<file path="src/hdl/gcd_lcm_unit_defines.svh">
// Assertion macros shared by the gcd/lcm RTL.
// Each expects clk and rst_n in scope.
`ifndef GCD_LCM_UNIT_DEFINES_SVH
`define GCD_LCM_UNIT_DEFINES_SVH

// Same-cycle implication, checked out of reset.
`define GLU_ASSERT_NOW(lbl, ante, cons, msg) \
  lbl: assert property (@(posedge clk) disable iff (!rst_n) (ante) |-> (cons)) \
    else $error(msg);

// Next-cycle implication, checked out of reset.
`define GLU_ASSERT_NEXT(lbl, ante, cons, msg) \
  lbl: assert property (@(posedge clk) disable iff (!rst_n) (ante) |=> (cons)) \
    else $error(msg);

`endif

</file>
<file path="src/hdl/glu_pkg.sv">
package glu_pkg;

  localparam int DATA_W            = 32;
  localparam int PROD_W            = 64;
  localparam int OPERAND_WIDTH_DEF = 32;

  typedef struct packed {
    logic [DATA_W-1:0] operand_a;
    logic [DATA_W-1:0] operand_b;
  } glu_in_t;

  typedef struct packed {
    logic [DATA_W-1:0] divisor_result;
    logic [PROD_W-1:0] multiple_result;
  } glu_out_t;

  typedef enum logic {
    GLU_OP_DIV,
    GLU_OP_MUL
  } glu_op_t;

  typedef enum logic [2:0] {
    S_IDLE,
    S_EUCLID,
    S_MOD,
    S_QUO,
    S_MUL,
    S_OUT
  } glu_state_t;

  typedef struct packed {
    logic    start;
    glu_op_t op;
  } glu_ctl_t;

  typedef struct packed {
    logic busy;
    logic done;
  } glu_sts_t;

endpackage

</file>
<file path="src/hdl/gcd_lcm_unit.sv">
// Channel | Ports                           | Item
// --------+---------------------------------+----------------------------------------------
// input   | in_valid, in_stall, in_data     | operand_a, operand_b (32b each)
// result  | out_valid, out_stall, out_data  | divisor_result (32b), multiple_result (64b)
//
// Sequence: an item with a zero operand goes straight to the result; else it takes
//   k Euclid remainder steps (at most 46 at W = OPERAND_WIDTH = 32), a quotient and a
//   product. A new item is accepted only once the last result is taken. Remainders,
//   quotient and product share one bit-serial divide/multiply unit, one bit a cycle.
// Reset: synchronous, active low; clears the sequencer and the unit control.
// Stalls: in_stall is high until the result is taken; a stalled result holds.
`include "gcd_lcm_unit_defines.svh"

module gcd_lcm_unit #(
  parameter int OPERAND_WIDTH = glu_pkg::OPERAND_WIDTH_DEF
) (
  input  logic              clk,
  input  logic              rst_n,
  input  logic              in_valid,
  output logic              in_stall,
  input  glu_pkg::glu_in_t  in_data,
  output logic              out_valid,
  input  logic              out_stall,
  output glu_pkg::glu_out_t out_data
);
  import glu_pkg::*;

  localparam int W = OPERAND_WIDTH;

  glu_state_t        state_r, state_nxt;
  logic [W-1:0]      a_r, a_nxt;
  logic [W-1:0]      b_r, b_nxt;
  logic [W-1:0]      x_r, x_nxt;
  logic [W-1:0]      y_r, y_nxt;
  logic [W-1:0]      gcd_r, gcd_nxt;
  logic [2*W-1:0]    lcm_r, lcm_nxt;

  logic [W-1:0]      in_a;
  logic [W-1:0]      in_b;

  glu_ctl_t          u_ctl;
  glu_sts_t          u_sts;
  logic [W-1:0]      u_opa;
  logic [W-1:0]      u_opb;
  logic [W-1:0]      u_hi;
  logic [W-1:0]      u_lo;

  // Only the low W bits of each operand take part.
  assign in_a = in_data.operand_a[W-1:0];
  assign in_b = in_data.operand_b[W-1:0];

  glu_shared_unit #(
    .W (W)
  ) u_unit (
    .clk   (clk),
    .rst_n (rst_n),
    .ctl   (u_ctl),
    .opa   (u_opa),
    .opb   (u_opb),
    .sts   (u_sts),
    .hi    (u_hi),
    .lo    (u_lo)
  );

  // Sequencer: for nonzero operands, Euclid on (x, y) with the unit's remainder, then a / gcd,
  // then (a / gcd) * b.
  always_comb begin
    state_nxt    = state_r;
    a_nxt        = a_r;
    b_nxt        = b_r;
    x_nxt        = x_r;
    y_nxt        = y_r;
    gcd_nxt      = gcd_r;
    lcm_nxt      = lcm_r;
    u_ctl.start  = 1'b0;
    u_ctl.op     = GLU_OP_DIV;
    u_opa        = x_r;
    u_opb        = y_r;
    case (state_r)
      S_IDLE: begin
        if (in_valid) begin
          a_nxt = in_a;
          b_nxt = in_b;
          if (in_a == '0) begin
            // zero operand: gcd is the other one, lcm is zero
            gcd_nxt   = in_b;
            lcm_nxt   = '0;
            state_nxt = S_OUT;
          end else if (in_b == '0) begin
            gcd_nxt   = in_a;
            lcm_nxt   = '0;
            state_nxt = S_OUT;
          end else begin
            x_nxt     = in_a;
            y_nxt     = in_b;
            state_nxt = S_EUCLID;
          end
        end
      end
      S_EUCLID: begin
        u_ctl.start = 1'b1;
        u_ctl.op    = GLU_OP_DIV;
        if (y_r == '0) begin
          // x holds the divisor: divide a by it next
          gcd_nxt   = x_r;
          u_opa     = a_r;
          u_opb     = x_r;
          state_nxt = S_QUO;
        end else begin
          u_opa     = x_r;
          u_opb     = y_r;
          state_nxt = S_MOD;
        end
      end
      S_MOD: begin
        if (u_sts.done) begin
          x_nxt     = y_r;
          y_nxt     = u_hi;
          state_nxt = S_EUCLID;
        end
      end
      S_QUO: begin
        if (u_sts.done) begin
          u_ctl.start = 1'b1;
          u_ctl.op    = GLU_OP_MUL;
          u_opa       = u_lo;
          u_opb       = b_r;
          state_nxt   = S_MUL;
        end
      end
      S_MUL: begin
        if (u_sts.done) begin
          lcm_nxt   = {u_hi, u_lo};
          state_nxt = S_OUT;
        end
      end
      S_OUT: begin
        // hold the result until it is taken
        if (!out_stall) begin
          state_nxt = S_IDLE;
        end
      end
      default: begin
        state_nxt = S_IDLE;
      end
    endcase
  end

  always_ff @(posedge clk) begin
    if (!rst_n) begin
      state_r <= S_IDLE;
    end else begin
      state_r <= state_nxt;
    end
  end

  always_ff @(posedge clk) begin
    a_r   <= a_nxt;
    b_r   <= b_nxt;
    x_r   <= x_nxt;
    y_r   <= y_nxt;
    gcd_r <= gcd_nxt;
    lcm_r <= lcm_nxt;
  end

  assign in_stall                 = (state_r != S_IDLE);
  assign out_valid                = (state_r == S_OUT);
  assign out_data.divisor_result  = DATA_W'(gcd_r);
  assign out_data.multiple_result = PROD_W'(lcm_r);

  `GLU_ASSERT_NEXT(a_accept_busy, in_valid && !in_stall, state_r != S_IDLE,
                   "item accepted but sequencer stayed idle")
  `GLU_ASSERT_NEXT(a_mod_return, state_r == S_MOD && u_sts.done, state_r == S_EUCLID,
                   "remainder step did not return to Euclid check")
  `GLU_ASSERT_NOW(a_zero_gcd, state_r == S_OUT && gcd_r == '0, lcm_r == '0,
                  "zero divisor with nonzero multiple")

endmodule

</file>
<file path="src/hdl/glu_shared_unit.sv">
`include "gcd_lcm_unit_defines.svh"

// Bit-serial divide / multiply unit, one step per cycle over W steps.
// Divide: lo = opa / opb, hi = opa % opb.  Multiply: {hi, lo} = opa * opb.
module glu_shared_unit #(
  parameter int W = glu_pkg::OPERAND_WIDTH_DEF
) (
  input  logic              clk,
  input  logic              rst_n,
  input  glu_pkg::glu_ctl_t ctl,
  input  logic [W-1:0]      opa,
  input  logic [W-1:0]      opb,
  output glu_pkg::glu_sts_t sts,
  output logic [W-1:0]      hi,
  output logic [W-1:0]      lo
);
  import glu_pkg::*;

  localparam int CNT_W = $clog2(W);

  logic              busy_r, busy_nxt;
  logic              done_r, done_nxt;
  logic [CNT_W-1:0]  cnt_r, cnt_nxt;
  glu_op_t           op_r, op_nxt;
  logic [W-1:0]      hi_r, hi_nxt;
  logic [W-1:0]      lo_r, lo_nxt;
  logic [W-1:0]      opb_r, opb_nxt;

  logic [W+1:0]      add_a;
  logic [W+1:0]      add_b;
  logic [W+1:0]      sum;
  logic              last;

  assign last = (cnt_r == CNT_W'(W - 1));

  // Shared adder: subtract the divisor, or add the gated multiplicand.
  always_comb begin
    if (op_r == GLU_OP_DIV) begin
      add_a = {1'b0, hi_r, lo_r[W-1]};
      add_b = ~{2'b00, opb_r};
    end else begin
      add_a = {2'b00, hi_r};
      add_b = {2'b00, (lo_r[0] ? opb_r : {W{1'b0}})};
    end
    sum = add_a + add_b + (W+2)'(op_r == GLU_OP_DIV);
  end

  always_comb begin
    busy_nxt = busy_r;
    done_nxt = 1'b0;
    cnt_nxt  = cnt_r;
    op_nxt   = op_r;
    hi_nxt   = hi_r;
    lo_nxt   = lo_r;
    opb_nxt  = opb_r;
    if (ctl.start) begin
      busy_nxt = 1'b1;
      cnt_nxt  = '0;
      op_nxt   = ctl.op;
      hi_nxt   = '0;
      lo_nxt   = opa;
      opb_nxt  = opb;
    end else if (busy_r) begin
      cnt_nxt = cnt_r + 1'b1;
      if (last) begin
        busy_nxt = 1'b0;
        done_nxt = 1'b1;
      end
      if (op_r == GLU_OP_DIV) begin
        // restoring step: keep the difference when it did not go negative
        if (!sum[W+1]) begin
          hi_nxt = sum[W-1:0];
          lo_nxt = {lo_r[W-2:0], 1'b1};
        end else begin
          hi_nxt = {hi_r[W-2:0], lo_r[W-1]};
          lo_nxt = {lo_r[W-2:0], 1'b0};
        end
      end else begin
        hi_nxt = sum[W:1];
        lo_nxt = {sum[0], lo_r[W-1:1]};
      end
    end
  end

  always_ff @(posedge clk) begin
    if (!rst_n) begin
      busy_r <= 1'b0;
      done_r <= 1'b0;
      cnt_r  <= '0;
      op_r   <= GLU_OP_DIV;
    end else begin
      busy_r <= busy_nxt;
      done_r <= done_nxt;
      cnt_r  <= cnt_nxt;
      op_r   <= op_nxt;
    end
  end

  always_ff @(posedge clk) begin
    hi_r  <= hi_nxt;
    lo_r  <= lo_nxt;
    opb_r <= opb_nxt;
  end

  assign sts.busy = busy_r;
  assign sts.done = done_r;
  assign hi       = hi_r;
  assign lo       = lo_r;

  `GLU_ASSERT_NOW(a_start_idle, ctl.start, !busy_r, "start while unit busy")
  `GLU_ASSERT_NOW(a_done_idle, done_r, !busy_r, "done raised while still busy")
  `GLU_ASSERT_NEXT(a_last_done, busy_r && last && !ctl.start, done_r,
                   "final step not followed by done")

endmodule
</file>
<file path="config.mk">
export PLATFORM = sky130hd
export DESIGN_NAME = gcd_lcm_unit
export DESIGN_NICKNAME = d
export VERILOG_FILES = /design/src/hdl/glu_pkg.sv /design/src/hdl/gcd_lcm_unit.sv /design/src/hdl/glu_shared_unit.sv
export VERILOG_INCLUDE_DIRS = /design/src /design/src/hdl
export SDC_FILE = /design/constraint.sdc
export NUM_CORES = 1
export LEC_CHECK = 0
export ABC_CLOCK_PERIOD_IN_PS = 10100
export BUFFER_PORTS_ARGS = -buffer_cell sky130_fd_sc_hd__buf_2
export CAP_MARGIN = 30
export CORE_ASPECT_RATIO = 1.4
export CORE_MARGIN = 3
export CORE_UTILIZATION = 36
export CTS_CLUSTER_SIZE = 16
export DETAILED_ROUTE_END_ITERATION = 10
export GPL_ROUTABILITY_DRIVEN = 0
export PLACE_DENSITY = 0.52
export SYNTH_ARGS = -nofsm -noshare
export SYNTH_HDL_FRONTEND = slang
export SYNTH_SLANG_ARGS = --single-unit
</file>
<file path="constraint.sdc">
create_clock -name clk -period 10.1 [get_ports clk]
set_input_delay 2.02 -clock clk [delete_from_list [all_inputs] [get_ports clk]]
set_output_delay 2.02 -clock clk [all_outputs]
set_load 0.1 [all_outputs]
</file>
==> metrics.cfg, run 1 <==
[grt]
grt_start_max_net_pins=91
grt_overflow=0
track_usage_pct=20.03
grt_pass1_wl_um=76600
first_global_vias=12580
antenna_found_initial=2

[floorplan]
initial_core_util_pct=36.40
fp.dieW_um=188.4
die_area_sq_mm=0.04926
num_rows=93
coreArea_sq_mm=0.04608
dieHeight_um=261.4
io_pins=166

[final_layout]
finish.utilization_pct=41.93
syn_to_final_growth_pct=15.19
final_common_cell=edfxtp_1
final_nets=1680
mostFrequentLayoutCells=edfxtp_1, nand2_1, buf_2
drive_above_1_share_pct=22.76

[routing]
vias=12250
wl_per_cell_um=22.57
ant_nets=0
drtIter0Drc=834
routed_wl_um=50160
dr.pass1.iters=5
drc_errors=0
viasPerCell=5.513

[flow_run]
maxCapViolations=0

[worst_setup_path]
path_class=register to register
worst_ep_arrival_time_ns=5.53
r2r-end=u_unit.hi[2]$_SDFFE_PP0P_
path_max_fanout=90
r2r_start=u_unit.op_r$_SDFFE_PN0P_
critPathLaunchType=register
rr_worst_depth=13
critPathCaptureType=register
cp.required_ns=10.57
rrSetupSlack_ns=5.04

[synthesis]
syn_nets=1558
netlist.area_leader.share_pct=51.56
synth_async_sr_flop_share_pct=0
yosysUniqueCellTypes=68
synth_edf_count=288
synth_warnings=0
synth_largest_area_cell=edfxtp_1
yosysSeqAreaShare_pct=56.69
synth-seq-cells=331
syn_area_per_cell_sq_um=11.53
synth_ff_type=edfxtp_1
synth_cells=1455
netlist_area_sq_mm=0.01677
yosys-top-cells-area=edfxtp_1, mux2_2, dfxtp_1

[placement]
pre_cts_slack_ns=5.026
port_buffers=165
dp_hpwl_um=34950

[cts]
cts_tree=built
cts_buffer_depth=3
postCtsHoldBufs=0
root_buffer=clkbuf_16
cts_setup_buffers=0
cts.sinks=331
insertion_delay_ns=0.53
clk_pin_slew_ns=0.07
htree_num_levels=2
cts_resized=0
cts_buffers=35

[worst_hold_path]
min_from=u_unit.cnt_r[4]$_SDFFE_PP0P_
holdPathEnd=u_unit.cnt_r[4]$_SDFFE_PP0P_
min_path_type=register to register
min_path_cells=2

[sta]
holdWs_ns=0.5166
setup_violations=0
final_hold_viol_count=0
grt_setup_unrepaired=no
fin_skew_ns=0.01413
slew_headroom_pct=33.64
fin_crit_ns=5.062
fin_crit_sh_pct=50.12
tightestPinTransition_ns=0.9954
setup_ws_ns=5.038
clock.fmax_ghz=0.1976
setup_tns_ns=0
final_max_slew_viol_count=0

[pwr]
leakage_nw=7.247
ir_drop_v=0.0001283
cellPowerDensity_mw_per_mm2=297.0

[run_status]
status=completed

## routing by layer
layer  GRT usage [%]  wire length [um]  part of all wire (%)  vias up
met5               0                13                 0.026        -
met4           5.920              1319                   2.6        2
met3           2.491              2111                   4.2       73
met2           35.50             25310                    50      312
met1           25.79             21400                    43     6061
li1                -                 -                     -     5802
## where the power goes
| part | internal [mW] | switching, mW | total (mW) |
|---|---|---|---|
| clock network | 0.730 | 0.554 | 1.28 |
| registers | 1.98 | 0.354 | 2.34 |
| logic | 0.767 | 1.35 | 2.12 |
| total | 3.48 | 2.26 | 5.74 |
## worst max-delay path, stage by stage (launching register included)
cell,delay [ns]
dfxtp_4,0.95
buf_4,0.78
mux2_2,0.43
fa_1,0.45
a21o_1,0.21
nand4_1,0.11
a21o_1,0.21
a21oi_1,0.11
nor3b_2,0.40
o21a_1,0.36
buf_4,0.48
nor2_1,0.10
nor3_1,0.16
o221a_2,0.22
## synth_stat cells, types with 5 or more instances
cell type,number
nand3_1,6
edfxtp_1,288
nor2_1,42
nor3_1,6
buf_2,7
xnor2_1,13
a31oi_1,5
mux2_2,96
o21ai_0,83
nand2_1,193
buf_1,5
dfxtp_1,43
o21ai_1,6
xor2_1,19
nor4_1,24
a22oi_1,33
inv_1,12
nor2b_1,37
ha_1,33
and3_1,70
o21a_1,7
nand4_1,17
clkbuf_1,80
a21o_1,19
a32o_1,21
o21bai_1,5
a211oi_1,36
o211ai_1,20
mux2i_1,36
a21oi_1,124
## sequential cells by signal (all words and copies together) (netlist names)
name	cells
a_r	32
b_r	32
gcd_r	32
lcm_r	64
state_r	3
u_unit.busy_r	1
u_unit.cnt_r	5
u_unit.done_r	1
u_unit.hi	32
u_unit.lo	32
u_unit.op_r	1
u_unit.opb_r	32
x_r	32
y_r	32
## per-stage QoR
step	area, sq um	total power [mW]	std cells
global placement	18160	4.446	2155
CTS	19300	5.773	2220
detailed placement	18180	4.473	2156
floorplan	16770	3.794	1455
global route	19320	6.084	2221
finish	19320	5.739	2222
## kinds of logic after synthesis
logic type,count (synthesis),share of synthesized area (%)
fa+ha+maj,35,2.700
flops,331,56.69
buf+inv,113,2.820
mux,132,8.593
xor+xnor,32,1.671
simple gates,414,12.04
compound gates,398,15.49
## worst max path at each step
stage / startpoint / endpoint / slack (ns)
floorplan: in_data[33] / x_r[0]$_DFFE_PP_ / 2.69
global placement: u_unit.op_r$_SDFFE_PN0P_ / u_unit.hi[2]$_SDFFE_PP0P_ / 5.10
detailed placement: u_unit.op_r$_SDFFE_PN0P_ / u_unit.hi[2]$_SDFFE_PP0P_ / 5.03
CTS: u_unit.op_r$_SDFFE_PN0P_ / u_unit.hi[2]$_SDFFE_PP0P_ / 4.99
global route: u_unit.op_r$_SDFFE_PN0P_ / u_unit.hi[9]$_SDFFE_PP0P_ / 4.69
finish: u_unit.op_r$_SDFFE_PN0P_ / u_unit.hi[2]$_SDFFE_PP0P_ / 5.04
## area by class of cell
cell class,count,area (sq um)
inverter,12,46.29
timing repair buffer,186,1008
multi-input combinational,1011,6858
fill,4463,26760
clock buffer,45,964.7
sequential,331,9514
tap,617,772.0
clock inverter,19,155.1
antenna,1,2.502
(Power assumes the default switching activity.)
==> run 2, diff against run 1 <==
- ABC_CLOCK_PERIOD_IN_PS: 10100 -> 4100
- PLACE_DENSITY: 0.52 -> 0.54
- clock period: 10.1 -> 4.1 ns (I/O delays scaled with it)
==> run 2 against run 1 <==
  * Register-to-register slack lost 4.5 ns
  * Final cell count grew 0.72%
  * Clock power grew 140%
  * Die area is the same
  * Largest cell class unchanged
  * Highest routed layer unchanged
==> metrics.cfg, run 2 (synthesized netlist as in run 1, its figures left out) <==
[run_status]
status=completed

[routing]
viasPerCell=5.530  ; +0.31%
wl_per_cell_um=22.35  ; -0.98%
ant_nets=0  ; unchanged
routed_wl_um=50030  ; -0.27%
drc_errors=0  ; unchanged
dr.pass1.iters=6  ; +1
drtIter0Drc=972  ; +17%
vias=12380  ; +1.0%

[sta]
setup_violations=0  ; unchanged
fin_skew_ns=0.02519  ; +0.01106 ns
fin_crit_ns=3.607  ; -1.455 ns
tightestPinTransition_ns=0.9718  ; -0.02359 ns
setup_ws_ns=0.4933  ; -4.545 ns
slew_headroom_pct=35.06  ; +1.4 points
final_hold_viol_count=0  ; unchanged
fin_crit_sh_pct=87.97  ; +38 points
clock.fmax_ghz=0.2773  ; +40%
final_max_slew_viol_count=0  ; unchanged
setup_tns_ns=0  ; unchanged
grt_setup_unrepaired=no

[worst_hold_path]
min_path_type=register to register

[cts]
cts_buffers=34  ; -2.9%
cts_buffer_depth=3  ; unchanged
cts_tree=built
cts.sinks=331  ; unchanged
cts_setup_buffers=0  ; unchanged
root_buffer=clkbuf_16
clk_pin_slew_ns=0.06  ; about the same
postCtsHoldBufs=0  ; unchanged
htree_num_levels=2  ; unchanged
insertion_delay_ns=0.53  ; about the same
cts_resized=0  ; unchanged

[placement]
pre_cts_slack_ns=0.5123  ; -4.514 ns
place_area_sq_mm=0.01837  ; +1.1%
dp_hpwl_um=34980  ; about the same
port_buffers=165  ; unchanged

[final_layout]
design_area_sq_mm=0.01947  ; +0.77%
drive_above_1_share_pct=23.90  ; +1.1 points
regMostFlops=lcm_r
syn_to_final_growth_pct=16.07
final_nets=1697  ; +1.0%
mostFrequentLayoutCells=edfxtp_1, nand2_1, buf_2
largest_reg_flops=64  ; unchanged
final_common_cell=edfxtp_1
fillers=4439  ; -0.54%

[grt]
antenna_found_initial=3  ; +1
grt_start_max_net_pins=75  ; -18%
track_usage_pct=19.79  ; -0.24 points
grt_pass1_wl_um=75560  ; -1.4%
grt_overflow=0  ; unchanged
first_global_vias=12480  ; -0.79%

[pwr]
ir_drop_v=0.0003048  ; +140%
leakage_nw=7.332  ; +1.2%
cellPowerDensity_mw_per_mm2=726.4  ; +140%

[worst_setup_path]
crit_start=u_unit.op_r$_SDFFE_PN0P_
path_class=register to register
path_max_fanout=54  ; -40%
r2r_start=u_unit.op_r$_SDFFE_PN0P_
rr_worst_depth=12  ; -1
worst_ep_arrival_time_ns=4.01  ; -1.52 ns
cp.required_ns=4.51  ; -6.06 ns
rrSetupSlack_ns=0.49  ; -4.54 ns
critPathCaptureType=register
r2r-end=u_unit.hi[6]$_SDFFE_PP0P_
crit_path_end=u_unit.hi[6]$_SDFFE_PP0P_
critPathLaunchType=register

[floorplan]
initial_core_util_pct=36.40  ; unchanged
dieHeight_um=261.4  ; unchanged
num_rows=93  ; unchanged
die_area_sq_mm=0.04926  ; unchanged
fp.dieW_um=188.4  ; unchanged
io_pins=166  ; unchanged
coreArea_sq_mm=0.04608  ; unchanged

[flow_run]
maxCapViolations=0  ; unchanged

==> run 2: per-stage QoR <==
stage | cells | utilization (%) | hold slack, ns | total power, mW
2_1_floorplan | 1455 | - | 0.4646 | 9.325
4_1_cts | 2235 | 42.20 | 0.4868 | 14.19
3_3_place_gp | 2174 | 39.87 | 0.4797 | 11.03
3_5_place_dp | 2174 | 39.87 | 0.4925 | 11.09
5_1_grt | 2236 | 42.24 | 0.5028 | 14.98
6_report | 2238 | 42.25 | 0.5106 | 14.14
==> run 2: routing by layer <==
metal  GRT usage (%)  wire length (um)
met1           25.51             21340
met2           34.29             24660
met3           3.107              2536
met4           6.396              1475
met5               0                12
==> run 2: report_power, final <==
part,total [mW],leakage [nW],internal (mW),switching [mW]
sequential,5.75,3.12,4.88,0.869
combinational,5.33,3.69,1.97,3.36
clock,3.06,0.529,1.70,1.36
==> run 2: worst min-delay path by stage <==
stage                                            start                           end  slack, ns  depth (start not counted)
after floorplan             u_unit.hi[26]$_SDFFE_PP0P_    u_unit.hi[26]$_SDFFE_PP0P_       0.46                          2
after global placement    u_unit.cnt_r[4]$_SDFFE_PP0P_  u_unit.cnt_r[4]$_SDFFE_PP0P_       0.48                          2
after detailed placement  u_unit.cnt_r[4]$_SDFFE_PP0P_  u_unit.cnt_r[4]$_SDFFE_PP0P_       0.49                          2
after CTS                                  in_data[11]             b_r[11]$_DFFE_PP_       0.49                          1
after global routing                       in_data[11]             b_r[11]$_DFFE_PP_       0.50                          1
final                     u_unit.cnt_r[4]$_SDFFE_PP0P_  u_unit.cnt_r[4]$_SDFFE_PP0P_       0.51                          2
==> run 2: area by class of cell <==
class                      count  area, sq um  share of cell area (%)
antenna                        2        5.005                 0.02571
inverter                      12        46.29                  0.2378
timing repair buffer         204         1194                   6.131
clock inverter                22        185.2                  0.9511
clock buffer                  39        889.6                   4.569
sequential                   331         9514                   48.87
tap                          617        772.0                   3.965
multi-input combinational   1011         6864                   35.25
==> run 2: critical path: stages, from the launching register on <==
cell      delay [ns]
dfxtp_4         0.41
buf_4           0.24
mux2_2          0.36
ha_1            0.36
a21oi_1         0.16
nor2_1          0.08
o41ai_4         0.41
a21oi_1         0.16
nor3b_2         0.41
o21a_1          0.24
buf_12          0.25
o211ai_1        0.16
a32o_1          0.23
==> run 3, diff against run 2 <==
- ABC_AREA: not set -> 1
==> run 3 against run 2 <==
  * Synthesized cell count rose by 46%
  * Setup slack gained 0.027 ns
  * Global-route usage increased by 1.1 points
  * Non-clock buffer count fell by 8
  * Combinational power increased by 12%
  * Final cell count increased by 30%
  * First-iteration DRC count grew 21%
  * Critical path type unchanged
  * Highest routed layer is now met4
==> metrics.cfg, run 3 <==
[run_status]
status=completed

[floorplan]
io_pins=166  ; unchanged
coreArea_sq_mm=0.04850  ; +5.2%
fp.dieW_um=193.9  ; +2.9%
dieHeight_um=269.1  ; +2.9%
initial_core_util_pct=36.70  ; +0.30 points
die_area_sq_mm=0.05218  ; +5.9%
num_rows=95  ; +2.2%

[sta]
clock.fmax_ghz=0.2793  ; +0.75%
setup_tns_ns=0  ; unchanged
fin_skew_ns=0.01690  ; -0.008295 ns
final_max_slew_viol_count=0  ; unchanged
final_hold_viol_count=0  ; unchanged
fin_crit_sh_pct=87.31  ; -0.66 points
setup_violations=0  ; unchanged
grt_setup_unrepaired=no
slew_headroom_pct=37.91  ; +2.9 points
holdWs_ns=0.4689  ; -0.04166 ns
tightestPinTransition_ns=0.9313  ; -0.04042 ns
fin_crit_ns=3.580  ; -0.02696 ns

[grt]
grt_pass1_wl_um=85790  ; +14%
first_global_vias=15070  ; +21%
grt_overflow=0  ; unchanged
grt_start_max_net_pins=93  ; +24%
antenna_found_initial=3  ; unchanged
track_usage_pct=20.91  ; +1.1 points

[pwr]
cellPowerDensity_mw_per_mm2=729.3  ; +0.41%
p_seq_share_pct=37.2  ; -3.5 points
switchingPower_mw=6.303  ; +13%
power_frac_clock_pct=22.9  ; +1.3 points
ir_drop_v=0.0003223  ; +5.7%
p_int_mw=8.664  ; +1.3%
combPwrFrac_pct=39.9  ; +2.2 points
swShare_pct=42.11  ; +2.6 points
leakage_nw=8.855  ; +21%
p_total_mw=14.97  ; +5.8%

[routing]
drtIter0Drc=1179  ; +21%
routed_wl_um=56200  ; +12%
met2_length_um=27590  ; +12%
viasPerCell=5.187  ; -6.2%
vias=15120  ; +22%
drc_errors=0  ; unchanged
wl_met1_um=23040  ; +8.0%
dr_wl_met3_um=3226  ; +27%
ant_nets=0  ; unchanged
dr.pass1.iters=7  ; +1
wl_per_cell_um=19.28  ; -14%
top_layer_used=met4

[cts]
cts_tree=built
cts.sinks=331  ; unchanged
clk_pin_slew_ns=0.06  ; about the same
cts_setup_buffers=0  ; unchanged
cts_buffer_depth=3  ; unchanged
htree_num_levels=2  ; unchanged
insertion_delay_ns=0.54  ; about the same
cts_buffers=35  ; +2.9%
cts_resized=0  ; unchanged
postCtsHoldBufs=0  ; unchanged
root_buffer=clkbuf_16

[synthesis]
yosysSeqAreaShare_pct=53.43  ; -3.3 points
netlist.area_leader.share_pct=48.59  ; -3.0 points
synth_largest_area_cell=edfxtp_1
synth_warnings=0  ; unchanged
syn_area_per_cell_sq_um=8.384  ; -27%
yosys-top-cells-count=nand2_1, inv_1, edfxtp_1
synth_edf_count=288  ; unchanged
yosys-top-cells-area=edfxtp_1, nand2_1, inv_1
synth_async_sr_flop_share_pct=0  ; unchanged
netlist_area_sq_mm=0.01780  ; +6.1%
syn_nets=2226  ; +43%
yosysUniqueCellTypes=38  ; -44%
synth-seq-cells=331  ; unchanged
synth_ff_type=edfxtp_1
synth_cells=2123  ; +46%
synth_most_common_cell=nand2_1

[placement]
port_buffers=165  ; unchanged
place_area_sq_mm=0.01927  ; +4.9%
dp_hpwl_um=41180  ; +18%

[worst_setup_path]
cp_top_family=simple AND/OR/NAND/NOR gates
worst_ep_arrival_time_ns=4.00  ; about the same
path_max_fanout=33  ; -39%
max_stage_delay_ns=0.58  ; +0.17 ns
critPathLaunchType=register
critPathCaptureType=register
crit_chain=buf_4 > o21ai_0 > ha_1 > nand2_1 > nor2_2 > inv_1 > nor3_2 > nand2_1 > nand2_2 > nand2_2 > nand2_4 > buf_4 > o21ai_0 > o21bai_1 > nand2_1
crit_buf_inv=3  ; +1
cp.required_ns=4.52  ; about the same
slowest_stage=dfxtp_4
path_class=register to register
crit_path_frequent_cell=nand2_1

[final_layout]
final_nets=2360  ; +39%
syn_to_final_growth_pct=15.30
design_area_sq_mm=0.02052  ; +5.4%
mostFrequentLayoutCells=nand2_1, inv_1, edfxtp_1
final_common_cell=nand2_1
largest_reg_flops=64  ; unchanged
regMostFlops=lcm_r
drive_above_1_share_pct=12.35  ; -12 points

[worst_hold_path]
min_path_type=register to register

[flow_run]
maxCapViolations=0  ; unchanged

-- run 3: power groups by stage --
| stage | clock, mW | combinational [mW] | sequential [mW] |
|---|---|---|---|
| after floorplan | 0 | 4.10 | 5.55 |
| after global placement | 0 | 5.89 | 5.61 |
| after detailed placement | 0 | 5.93 | 5.62 |
| after CTS | 3.50 | 5.97 | 5.56 |
| after global routing | 3.63 | 6.70 | 5.67 |
| final | 3.43 | 5.97 | 5.57 |
-- run 3: cell type report --
cell class / instances / area [sq um]
Fill cell: 4960 / 27970
Sequential cell: 331 / 9513
Multi-Input combinational cell: 1381 / 6731
Inverter: 312 / 1171
Timing Repair Buffer: 196 / 1071
Clock buffer: 42 / 953.4
Tap cell: 630 / 788.3
Clock inverter: 22 / 291.5
Antenna cell: 1 / 2.502
-- run 3: per-layer routing --
metal / track usage, % / vias up
li1: - / 7368
met1: 25.87 / 7129
met2: 37.30 / 513
met3: 2.745 / 110
met4: 8.388 / 0
met5: 0 / -
-- run 3: cells by family (layout without fill, tap and decap cells) --
family                   Yosys count  in the layout  synth area share (%)
AO/OA/AOI/OAI                    496            496                 14.95
XOR/XNOR                          17             17                0.8365
adder cells (fa/ha/maj)           35             35                 2.545
buffers and inverters            411            572                 9.047
flip-flops                       331            331                 53.43
other                              0              1                     0
AND/OR/NAND/NOR                  833            833                 19.20
-- run 3: final timing paths --
kind	startpoint	endpoint	slack, ns	cells past startpoint
max	u_unit.op_r$_SDFFE_PN0P_	u_unit.hi[7]$_SDFFE_PP0P_	0.52	15
min	u_unit.hi[10]$_SDFFE_PP0P_	u_unit.hi[10]$_SDFFE_PP0P_	0.47	2
max reg2reg	u_unit.op_r$_SDFFE_PN0P_	u_unit.hi[7]$_SDFFE_PP0P_	0.52	15
min reg2reg	u_unit.hi[10]$_SDFFE_PP0P_	u_unit.hi[10]$_SDFFE_PP0P_	0.47	2
-- run 3: stage by stage --
step                utilization, %  instances  worst slack [ns]
detailed placement           39.74       2850            0.5985
global route                 42.31       2914            0.2129
floorplan                        -       2123            0.2053
CTS                          42.31       2914            0.5732
finish                       42.32       2915            0.5202
global placement             39.74       2850            0.6619
-- run 3: tightest hold or removal path: cells and delay by family, from the launching register on --
kind | cells | cell delay [ns]
flip-flops | 1 | 0.32
AND/OR/NAND/NOR | 2 | 0.10
